<file path="src/hw/rtl/esc_pkg.sv">
`timescale 1ns / 1ps

package esc_pkg;

  localparam logic [7:0] CH_LPAREN = 8'h28;
  localparam logic [7:0] CH_RPAREN = 8'h29;
  localparam logic [7:0] CH_LBRACK = 8'h5B;
  localparam logic [7:0] CH_RBRACK = 8'h5D;
  localparam logic [7:0] CH_LBRACE = 8'h7B;
  localparam logic [7:0] CH_RBRACE = 8'h7D;
  localparam logic [7:0] CH_PLUS   = 8'h2B;
  localparam logic [7:0] CH_MINUS  = 8'h2D;
  localparam logic [7:0] CH_STAR   = 8'h2A;
  localparam logic [7:0] CH_SLASH  = 8'h2F;
  localparam logic [7:0] CH_PCT    = 8'h25;
  localparam logic [7:0] CH_SPACE  = 8'h20;
  localparam logic [7:0] CH_DIG_LO = 8'h30;
  localparam logic [7:0] CH_DIG_HI = 8'h39;
  localparam logic [7:0] CH_UC_LO  = 8'h41;
  localparam logic [7:0] CH_UC_HI  = 8'h5A;
  localparam logic [7:0] CH_LC_LO  = 8'h61;
  localparam logic [7:0] CH_LC_HI  = 8'h7A;

  localparam int CNT_W = 16;
  localparam logic [CNT_W-1:0] COUNT_MAX = 16'hFFFF;

  typedef enum logic [1:0] {
    KIND_ROUND  = 2'd0,
    KIND_SQUARE = 2'd1,
    KIND_CURLY  = 2'd2
  } bracket_kind_t;

  typedef struct packed {
    logic          is_open;
    logic          is_close;
    logic          is_alnum;
    logic          is_op;
    logic          is_space;
    bracket_kind_t kind;
  } char_class_t;

endpackage

</file>
<file path="src/hw/rtl/esc_in_if.sv">
`timescale 1ns / 1ps

interface esc_in_if;
  logic       valid;
  logic       ready;
  logic [7:0] char_code;
  logic       is_last;

  modport source (output valid, output char_code, output is_last, input ready);
  modport sink   (input valid, input char_code, input is_last, output ready);
endinterface

</file>
<file path="src/hw/rtl/esc_out_if.sv">
`timescale 1ns / 1ps

interface esc_out_if;
  logic valid;
  logic ready;
  logic expr_valid;

  modport source (output valid, output expr_valid, input ready);
  modport sink   (input valid, input expr_valid, output ready);
endinterface

</file>
<file path="src/hw/rtl/esc_ram.sv">
`timescale 1ns / 1ps

module esc_ram #(
  parameter int WIDTH = 2,
  parameter int DEPTH = 64
) (
  input  logic                     clk,
  input  logic                     we,
  input  logic [$clog2(DEPTH)-1:0] waddr,
  input  logic [WIDTH-1:0]         wdata,
  input  logic [$clog2(DEPTH)-1:0] raddr,
  output logic [WIDTH-1:0]         rdata
);

  logic [WIDTH-1:0] mem [DEPTH];

  always_ff @(posedge clk) begin
    if (we) begin
      mem[waddr] <= wdata;
    end
    rdata <= mem[raddr];
  end

endmodule

</file>
<file path="src/hw/rtl/esc_char_decode.sv">
`timescale 1ns / 1ps

module esc_char_decode (
  input  logic                 [7:0] char_code,
  output esc_pkg::char_class_t       cls
);

  always_comb begin
    cls          = '0;
    cls.kind     = esc_pkg::KIND_ROUND;
    cls.is_space = (char_code == esc_pkg::CH_SPACE);
    cls.is_alnum = (char_code >= esc_pkg::CH_DIG_LO && char_code <= esc_pkg::CH_DIG_HI) ||
                   (char_code >= esc_pkg::CH_UC_LO  && char_code <= esc_pkg::CH_UC_HI)  ||
                   (char_code >= esc_pkg::CH_LC_LO  && char_code <= esc_pkg::CH_LC_HI);
    unique case (char_code) inside
      esc_pkg::CH_LPAREN: begin
        cls.is_open = 1'b1;
        cls.kind    = esc_pkg::KIND_ROUND;
      end
      esc_pkg::CH_LBRACK: begin
        cls.is_open = 1'b1;
        cls.kind    = esc_pkg::KIND_SQUARE;
      end
      esc_pkg::CH_LBRACE: begin
        cls.is_open = 1'b1;
        cls.kind    = esc_pkg::KIND_CURLY;
      end
      esc_pkg::CH_RPAREN: begin
        cls.is_close = 1'b1;
        cls.kind     = esc_pkg::KIND_ROUND;
      end
      esc_pkg::CH_RBRACK: begin
        cls.is_close = 1'b1;
        cls.kind     = esc_pkg::KIND_SQUARE;
      end
      esc_pkg::CH_RBRACE: begin
        cls.is_close = 1'b1;
        cls.kind     = esc_pkg::KIND_CURLY;
      end
      esc_pkg::CH_PLUS, esc_pkg::CH_MINUS, esc_pkg::CH_STAR,
      esc_pkg::CH_SLASH, esc_pkg::CH_PCT: begin
        cls.is_op = 1'b1;
      end
      default: begin
      end
    endcase
  end

endmodule

</file>
<file path="src/hw/rtl/expression_syntax_checker_top.sv">
`timescale 1ns / 1ps
// Latency: the verdict appears in the output register the cycle after the last
// character's transfer. Throughput: one character per cycle while no verdict waits on a
// stalled output; a pop is served from the top-of-stack register while the RAM prefetches the entry below.
// Reset (synchronous, rst_n low): stack empty, counts and error cleared, output
// empty. No clearing pass: the stack RAM is only read below the current level.

module expression_syntax_checker_top #(
  parameter int STACK_DEPTH = 64
) (
  input  logic             clk,
  input  logic             rst_n,
  esc_in_if.sink           in_ch,
  esc_out_if.source        out_ch
);

  localparam int AW = $clog2(STACK_DEPTH);
  localparam int LW = $clog2(STACK_DEPTH + 1);
  localparam int CW = esc_pkg::CNT_W;

  logic                     in_xfer;
  esc_pkg::char_class_t     cls;

  logic [LW-1:0]            level_r, level_nxt;
  logic                     err_r, err_nxt;
  logic                     at_start_r;
  logic                     prev_op_r;
  logic [CW-1:0]            opnd_cnt_r, opnd_cnt_nxt;
  logic [CW-1:0]            oper_cnt_r, oper_cnt_nxt;
  esc_pkg::bracket_kind_t   tos_r, tos_nxt;
  logic                     out_valid_r;
  logic                     out_expr_r;
  logic                     verdict;

  logic                     ram_we;
  logic [AW-1:0]            ram_waddr, ram_raddr;
  logic [1:0]               ram_rdata;

  esc_char_decode u_decode (
    .char_code (in_ch.char_code),
    .cls       (cls)
  );

  // ram_rdata always holds the entry just below the top (level_r - 2)
  esc_ram #(
    .WIDTH (2),
    .DEPTH (STACK_DEPTH)
  ) u_stack (
    .clk   (clk),
    .we    (ram_we),
    .waddr (ram_waddr),
    .wdata (cls.kind),
    .raddr (ram_raddr),
    .rdata (ram_rdata)
  );

  assign in_ch.ready = !out_valid_r || out_ch.ready;
  assign in_xfer     = in_ch.valid && in_ch.ready;

  always_comb begin
    level_nxt    = level_r;
    err_nxt      = err_r;
    opnd_cnt_nxt = opnd_cnt_r;
    oper_cnt_nxt = oper_cnt_r;
    tos_nxt      = tos_r;
    ram_we       = 1'b0;
    ram_waddr    = level_r[AW-1:0];

    if (in_xfer) begin
      if (cls.is_op && (at_start_r || in_ch.is_last)) begin
        err_nxt = 1'b1;
      end
      if (cls.is_open) begin
        if (level_r == LW'(STACK_DEPTH)) begin
          err_nxt = 1'b1;
        end else begin
          ram_we    = 1'b1;
          tos_nxt   = cls.kind;
          level_nxt = level_r + LW'(1);
        end
      end else if (cls.is_close) begin
        if (level_r == '0) begin
          err_nxt = 1'b1;
        end else begin
          level_nxt = level_r - LW'(1);
          tos_nxt   = esc_pkg::bracket_kind_t'(ram_rdata);
          if (tos_r != cls.kind) begin
            err_nxt = 1'b1;
          end
        end
      end else if (cls.is_alnum) begin
        if (opnd_cnt_r == esc_pkg::COUNT_MAX) begin
          err_nxt = 1'b1;
        end else begin
          opnd_cnt_nxt = opnd_cnt_r + CW'(1);
        end
      end else if (cls.is_op) begin
        if (oper_cnt_r == esc_pkg::COUNT_MAX) begin
          err_nxt = 1'b1;
        end else begin
          oper_cnt_nxt = oper_cnt_r + CW'(1);
        end
        if (!at_start_r && prev_op_r) begin
          err_nxt = 1'b1;
        end
      end else if (!cls.is_space) begin
        err_nxt = 1'b1;
      end
    end
  end

  // prefetch of the entry that a pop in the next cycle makes top-of-stack; wraps harmlessly below level 2
  assign ram_raddr = AW'(level_nxt - LW'(2));

  assign verdict = !err_nxt && (level_nxt == '0) &&
                   ({1'b0, opnd_cnt_nxt} == ({1'b0, oper_cnt_nxt} + (CW + 1)'(1)));

  always_ff @(posedge clk) begin
    if (!rst_n) begin
      level_r     <= '0;
      err_r       <= 1'b0;
      at_start_r  <= 1'b1;
      prev_op_r   <= 1'b0;
      opnd_cnt_r  <= '0;
      oper_cnt_r  <= '0;
      out_valid_r <= 1'b0;
    end else begin
      if (out_ch.ready) begin
        out_valid_r <= 1'b0;
      end
      if (in_xfer) begin
        if (in_ch.is_last) begin
          level_r     <= '0;
          err_r       <= 1'b0;
          at_start_r  <= 1'b1;
          prev_op_r   <= 1'b0;
          opnd_cnt_r  <= '0;
          oper_cnt_r  <= '0;
          out_valid_r <= 1'b1;
        end else begin
          level_r     <= level_nxt;
          err_r       <= err_nxt;
          at_start_r  <= 1'b0;
          prev_op_r   <= cls.is_op;
          opnd_cnt_r  <= opnd_cnt_nxt;
          oper_cnt_r  <= oper_cnt_nxt;
        end
      end
    end
  end

  always_ff @(posedge clk) begin
    tos_r <= tos_nxt;
    if (in_xfer && in_ch.is_last) begin
      out_expr_r <= verdict;
    end
  end

  assign out_ch.valid      = out_valid_r;
  assign out_ch.expr_valid = out_expr_r;

  a_level_bound: assert property (@(posedge clk) disable iff (!rst_n)
    level_r <= LW'(STACK_DEPTH))
    else $error("stack level beyond depth");

  a_clear_after_last: assert property (@(posedge clk) disable iff (!rst_n)
    in_xfer && in_ch.is_last |=> level_r == '0 && at_start_r && !err_r &&
                                 opnd_cnt_r == '0 && oper_cnt_r == '0)
    else $error("state not cleared after last character");

  a_verdict_source: assert property (@(posedge clk) disable iff (!rst_n)
    $rose(out_valid_r) |-> $past(in_xfer && in_ch.is_last))
    else $error("verdict without a last character");

  a_no_overwrite: assert property (@(posedge clk) disable iff (!rst_n)
    in_xfer && in_ch.is_last |-> !out_valid_r || out_ch.ready)
    else $error("pending verdict overwritten");

endmodule

</file>
<file path="src/flat_wrapper.sv">
// flat-port wrapper written by rule: the top's interface ports become plain ports
module expression_syntax_checker_top_flat 
#(
  parameter int STACK_DEPTH = 64
)
  (clk, rst_n, in_ch_valid, in_ch_char_code, in_ch_is_last, in_ch_ready, out_ch_valid, out_ch_expr_valid, out_ch_ready);
  esc_in_if in_ch_i ();
  esc_out_if out_ch_i ();
  input  logic clk;
  input  logic rst_n;
  input wire logic [$bits(in_ch_i.valid)-1:0] in_ch_valid;
  input wire logic [$bits(in_ch_i.char_code)-1:0] in_ch_char_code;
  input wire logic [$bits(in_ch_i.is_last)-1:0] in_ch_is_last;
  output wire logic [$bits(in_ch_i.ready)-1:0] in_ch_ready;
  output wire logic [$bits(out_ch_i.valid)-1:0] out_ch_valid;
  output wire logic [$bits(out_ch_i.expr_valid)-1:0] out_ch_expr_valid;
  input wire logic [$bits(out_ch_i.ready)-1:0] out_ch_ready;
  assign in_ch_i.valid = in_ch_valid;
  assign in_ch_i.char_code = in_ch_char_code;
  assign in_ch_i.is_last = in_ch_is_last;
  assign in_ch_ready = in_ch_i.ready;
  assign out_ch_valid = out_ch_i.valid;
  assign out_ch_expr_valid = out_ch_i.expr_valid;
  assign out_ch_i.ready = out_ch_ready;
  expression_syntax_checker_top #(.STACK_DEPTH(STACK_DEPTH)) u_core (.clk(clk), .rst_n(rst_n), .in_ch(in_ch_i), .out_ch(out_ch_i));
endmodule
</file>
<file path="config.mk">
export PLATFORM = sky130hd
export DESIGN_NAME = expression_syntax_checker_top_flat
export DESIGN_NICKNAME = d
export VERILOG_FILES = /design/src/hw/rtl/esc_pkg.sv /design/src/hw/rtl/esc_in_if.sv /design/src/hw/rtl/esc_out_if.sv /design/src/hw/rtl/esc_ram.sv /design/src/hw/rtl/esc_char_decode.sv /design/src/hw/rtl/expression_syntax_checker_top.sv /design/src/flat_wrapper.sv
export SDC_FILE = /design/constraint.sdc
export NUM_CORES = 1
export LEC_CHECK = 0
export BUFFER_PORTS_ARGS = -buffer_cell sky130_fd_sc_hd__buf_2
export CAP_MARGIN = 20
export CORE_ASPECT_RATIO = 1.5
export CORE_MARGIN = 2
export CORE_UTILIZATION = 45
export DETAILED_ROUTE_END_ITERATION = 8
export PLACE_DENSITY = 0.59
export SLEW_MARGIN = 30
export SYNTH_ARGS = -nofsm -noshare
export SYNTH_HDL_FRONTEND = slang
export SYNTH_HIERARCHICAL = 1
export SYNTH_SLANG_ARGS = --single-unit
export TNS_END_PERCENT = 1
</file>
<file path="constraint.sdc">
create_clock -name clk -period 12.4 [get_ports clk]
set_input_delay 1.24 -clock clk [delete_from_list [all_inputs] [get_ports clk]]
set_output_delay 1.24 -clock clk [all_outputs]
set_load 0.005 [all_outputs]
</file>
# After elaboration in Yosys (flattened, before gate mapping)
# Memory sizes are Yosys's and may differ from the RTL's. A register that Yosys moved wholly into a read port is not among the register bits.
# Index checks and enable logic that the tools add are counted.
[op_classes]
n_addsub = 6
magnitude_cmp = 6
n_eq_ne = 19
mux = 51
reduce_logical = 25
[ops]
columns = ["cell", "n"]
rows = [
  ["16-bit 2-to-1 mux", 13],
  ["8-bit by 6-bit == test with 1-bit output, second input constant", 8],
  ["7-bit 2-to-1 mux", 6],
  ["16-bit by 1-bit adder with 16-bit output, second input constant", 2],
  ["16-bit == test, second input constant", 2],
  ["8-bit by 7-bit == test with 1-bit output, second input constant", 4],
  ["1-bit 2-to-1 mux", 27],
  ["16-bit by 1-bit adder with 17-bit output, second input constant", 1],
  ["16-bit by 17-bit == test with 1-bit output", 1],
  ["8-bit by 7-bit >= comparator with 1-bit output, second input constant", 2],
  ["8-bit by 7-bit <= comparator with 1-bit output, second input constant", 2],
  ["7-bit logical NOT", 2],
  ["1-bit logical AND", 9],
  ["8-bit by 6-bit >= comparator with 1-bit output, second input constant", 1],
  ["8-bit by 6-bit <= comparator with 1-bit output, second input constant", 1],
  ["2-bit 2-to-1 mux", 4],
  ["7-bit by 1-bit adder with 7-bit output, second input constant", 1],
  ["7-bit == test, second input constant", 1],
  ["7-bit by 1-bit subtractor with 7-bit output, second input constant", 1],
  ["3-bit OR reduction", 2],
  ["6-bit by 2-bit subtractor with 6-bit output, second input constant", 1],
  ["5-bit OR reduction", 1],
  ["1-bit logical OR", 4],
  ["2-bit one-hot mux with 2 select lines", 1],
  ["7 further kinds", 10],
]
[word_totals]
register_bits = 46
mem_bits_rw = 128
in_bits = 13
out_inout_bits = 3
word_cells = 117
n_memories = 1
[mem_list]
columns = ["name", "depth", "width", "rd", "rd_clocked_by_memory_dff", "write_ports", "line", "source"]
rows = [
  ["u_core.u_stack.mem", 64, 2, 1, 1, 1, "esc_ram.sv:15", "logic [WIDTH-1:0] mem [DEPTH];"],
]

# Logic depth before layout (Yosys ltp)
[depth]
ltp_word = 15
depth_mapped = 18
mapped_depth_nobuf = 15

# Hierarchy
# Netlist, hierarchy kept.
[modules_own_cells]
columns = ["module", "instances", "cells_per_inst", "area_per_inst_um2", "seq_area_each_um2"]
rows = [
  ["esc_ram", 1, 324, 5397.7, 3883.7],
  ["expression_syntax_checker_top", 1, 499, 3856.2, 950.9],
  ["esc_char_decode", 1, 31, 186.4, 0.0],
]

# Worst setup path before layout
# OpenSTA, ideal clock, no wires.
[synth_path]
kind = "in2reg"
from = "input port in_ch_char_code[2]"
to = "register u_core.out_expr_r (netlist: u_core/out_ch.expr_valid), data pin"
setup_time_ps = 190
arrival_ps = 4852
path_slack_ps = 7357
path_stages = 14
path_cell_list = "buf_6 or4_1 nor2_1 o21ai_0 or4b_4 or4_4 buf_6 a211o_1 a32oi_2 nor3_1 xnor2_1 a21oi_1 or4_1 a2111oi_2"
[synth_rtl]
columns = ["item", "line", "source"]
rows = [
  ["start, declared", "flat_wrapper.sv:12", "input wire logic [$bits(in_ch_i.char_code)-1:0] in_ch_char_code;"],
  ["end signal, assigned", "expression_syntax_checker_top.sv:155", "out_expr_r <= verdict;"],
  ["end, declared", "expression_syntax_checker_top.sv:32", "logic out_expr_r;"],
]

==> flow_results.org <==
** Drt
- First-pass iteration count of the detailed router :: 5
- Starting DRT DRC Count :: 556
- Routed WL per cell :: approximately 21 um
- After detailed routing, the number of vias per cell comes to a little over 6.
- Final routed wirelength across all metal layers :: 24,100 um
- Summing over every cut layer, the via total after detailed routing is 6,943.
- DRC violations left :: 0
- Remaining antenna violation count :: 0

** Logic synthesis
- Ys async rst share :: 0%
- Library cells used by synthesis :: 78
- Counting flops and latches in the post-synthesis netlist gives 176.
- Number of flops mapped to enable cells by yosys :: 131
- Ys Warns :: 6
- Synthesis produced a netlist with a net count of 873.
- Mapped Avg Cell Area :: 11.1 um2
- Sequential fraction of the synthesis area :: 51.2%
- Counting every instance in the synthesized netlist gives 854.
- Post-synth design cell area :: roughly 0.0094 mm2
- In the synthesized netlist the dominant register cell turns out to be edfxtp_1.

** Cells and area
- Area of all placed cells without fillers :: 0.0103 mm2
- 0 antenna diodes ended up in the layout.
- The net count of the finished layout is 866.
- Fin util :: about half
- Cells with a size suffix above 1 make up 13.3% of the layout.
- Most frequent cells in the layout :: edfxtp_1, nor2_1, nand2_1
- The area growth from synthesis to layout is 9.19%.
- Leaving out fill and tap cells, the most frequent cell in the layout is edfxtp_1.

** Floorplan
- Measured along the x axis, the die boundary spans about 120 um.
- Initial standard-cell utilization of the core :: 46.1%
- Num rows :: 64
- During I/O placement, the number of pins put on the boundary was 16.
- The floorplan step set the die height to 181 um.
- The die covers between 0.02 and 0.025 mm2.
- The floorplan step defined a core boundary enclosing 0.0205 mm2.

** Global routing
- The initial antenna violation count was 0.
- The first global-routing pass estimated approximately 38,000 um of wire.
- The number of global-route vias before repair came to 7,022.
- Global router's overall resource usage :: between 20 and 25%
- Grt total ovfl :: 0
- Pin count of the biggest net entering global routing :: 67

** Setup path
- Critical Path AT :: 5.98 ns
- Critical path fanouts, max :: 17
- STA classifies the critical path endpoint as a flip-flop.
- Setup slack of the worst register-to-register path :: 7.57 ns
- The slowest stage of the critical path belongs to the cell nor4bb_1.
- In this design, the critical path's most frequently occurring cell is a311oi_1.
- Delay of the slowest cell on the worst path :: 0.70 ns
- Walking the worst path, the cells encountered are buf_2, nor4b_1, nand4b_1, a21oi_1, nor4bb_1, a211o_1, a21oi_1, o21ai_0, nand3_1, xor2_2, nand2b_1, a2111oi_0, a311oi_1, a311oi_1, a311oi_1.
- The worst setup path is launched from a primary input.
- Worst path buffer plus inverter count :: 1
- Worst Setup SP :: in_ch_char_code[4]
- Launching point of the worst reg2reg path :: u_core/level_r[1]
- Critical setup path kind :: in2reg
- Category of cells accounting for the largest share of critical-path delay :: compound AO/OA/AOI/OAI gates
- At the worst endpoint, the required time is ~13 ns.

** Status
- The run finished with clean final reports.

** Timing
- Max-slew violation count :: 0
- Minimum period implied by the final worst setup slack :: 5.63 ns
- Setup violations, final :: 0
- Measured against its own limit, the worst slew margin works out to 43.4%.
- Static timing analysis puts the maximum clock frequency at about 180 MHz.
- In the finished design, the share of the clock period the worst path needs comes to 45.4%.
- Setup total negative slack on the finished layout was measured at 0 ns.
- Setup repair after global routing missed its margin :: false
- At the pin with the least slew margin, the transition time is approximately 0.85 ns.
- The number of hold violations in the final report is 0.
- Across all setup checks in the final design, the least slack found is roughly 6.8 ns.
- Clock skew after layout :: 0.0165 ns

** Placement
- Input and output buffers added on the ports amount to 15.
- Once placement finished, the instance area stood at 0.00970 mm2.
- RD Place Congestion :: 0.931
- Worst Setup Slack post-DPL :: 6.46 ns
- Detailed placement finished with a half-perimeter wire length of 16,400 um.

** CTS
- Number of instances resized during post-cts repair :: 0
- CTS tree :: built
- Deepest level of the CTS H-tree :: 4
- Clock buffer count from CTS :: 17
- Number of setup buffers added after CTS :: 0
- Post-CTS clock slew at the launch and capture registers of the worst setup and hold paths :: 0.08 ns
- Clock tree root buffer cell :: clkbuf_16
- In this run, post-CTS hold repair placed 0 buffers.
- Buffer levels on the longest clock path :: 2
- Later-pin clock latency in the skew report :: between 0.4 and 0.5 ns
- Clock sink total :: between 150 and 200

** Power
- Maximum vdd ir drop :: between 90 and 100 uV
- Overall power consumption after layout is estimated at 0.00120 W.
- For this design the static power due to leakage is 3.33 nW.
- Dividing total power by cell area gives a power density of 116 mW/mm2.

** Hold path
- Hold Crit Class :: reg2reg
- Hold Crit Start :: u_core/at_start_r

** Job
- Max-cap violations in this run came to 0.
-- logic make-up after synthesis --
kind of cell | count (synthesis) | synth area share (%)
buffers and inverters | 64 | 3.26
AOI/OAI and AO/OA | 156 | 11.4
and+or+nand+nor | 359 | 19.7
adders and majority gates | 6 | 0.795
muxes | 46 | 8.83
DFF | 176 | 51.2
xor gates and xnor gates | 47 | 4.80
-- per-stage QoR --
step / hold WS, ns / cells
floorplan: 0.444 / 854
global placement: 0.463 / 1092
detailed placement: 0.468 / 1092
CTS: 0.487 / 1124
global route: 0.518 / 1124
finish: 0.500 / 1124
-- flip-flops by register name, summed over array words and instances (netlist names) --
| name | cells |
|---|---|
| u_core/level_r | 7 |
| u_core/oper_cnt_r | 16 |
| u_core/out_ch.expr_valid | 1 |
| u_core/out_ch.valid | 1 |
| u_core/prev_op_r | 1 |
| u_core/at_start_r | 1 |
| u_core/tos_r | 2 |
| u_core/u_stack/rdata | 2 |
| u_core/opnd_cnt_r | 16 |
| u_core/err_r | 1 |
| u_core/u_stack/mem | 128 |
-- synthesized netlist by cell type (5+ instances only) --
| master | instances | area share (%) |
|---|---|---|
| a211o_1 | 5 | 0.46 |
| nor3_1 | 20 | 1.1 |
| o211ai_1 | 6 | 0.48 |
| nand3b_1 | 8 | 0.64 |
| nand3_1 | 27 | 1.4 |
| a22oi_1 | 14 | 1.1 |
| and3_1 | 16 | 1.1 |
| xnor2_1 | 31 | 2.9 |
| a211oi_1 | 6 | 0.48 |
| and2_1 | 21 | 1.4 |
| xor2_1 | 13 | 1.2 |
| nor2_1 | 106 | 4.2 |
| mux4_2 | 29 | 6.9 |
| ha_1 | 6 | 0.80 |
| a31oi_1 | 8 | 0.53 |
| and4_1 | 6 | 0.56 |
| inv_1 | 15 | 0.60 |
| clkbuf_1 | 29 | 1.2 |
| mux2_2 | 5 | 0.60 |
| dfxtp_1 | 45 | 9.5 |
| buf_6 | 7 | 0.84 |
| a21boi_0 | 5 | 0.40 |
| edfxtp_1 | 131 | 42 |
| buf_2 | 6 | 0.32 |
| nor2b_1 | 22 | 1.5 |
| o21ai_0 | 39 | 2.1 |
| nand2b_1 | 9 | 0.60 |
| nor4_1 | 8 | 0.53 |
| a21oi_1 | 31 | 1.6 |
| or3_1 | 8 | 0.53 |
| mux2i_1 | 11 | 1.2 |
| nand2_1 | 62 | 2.5 |
| nand4_1 | 20 | 1.3 |
-- final timing paths --
| check | to | cells past startpoint |
|---|---|---|
| setup / recovery | u_core/u_stack/rdata[1] | 15 |
| hold / removal | u_core/at_start_r | 1 |
| setup reg to reg | u_core/u_stack/rdata[1] | 14 |
| hold reg to reg | u_core/at_start_r | 1 |
-- cell type report --
class | instances | area (um2)
clock inverter | 15 | 178
fill | 1863 | 10200
clock buffer | 17 | 425
inverter | 16 | 60.1
multi-input combinational | 614 | 4350
sequential | 176 | 4830
timing repair buffer | 22 | 128
tap | 264 | 330
-- per-layer routing --
layer  part of all wire, %  up-vias  routed length [um]  track usage, %
met1                    37     3492                8970            24.8
met3                   3.5       57                 852            3.52
li1                      -     3210                   -               -
met5                     0        -                   0               0
met2                    55      184               13200            41.3
met4                   4.2        0                1020            11.1
-- worst register-to-register path, delay by kind of cell, from the launching register on --
family	cells	cell delay, ns
AOI/OAI and AO/OA	6	1.59
xor gates and xnor gates	1	0.62
adders and majority gates	1	0.23
buffers and inverters	2	0.61
DFF	1	0.54
and+or+nand+nor	4	1.17
-- power by group --
part           leakage, nW  internal, W  switching, W
clock network        0.291     0.000275      0.000266
registers             1.55     0.000626    0.00000117
logic                 1.49   0.00000972     0.0000221
total                 3.33     0.000910      0.000290
(Power assumes the default switching activity.)
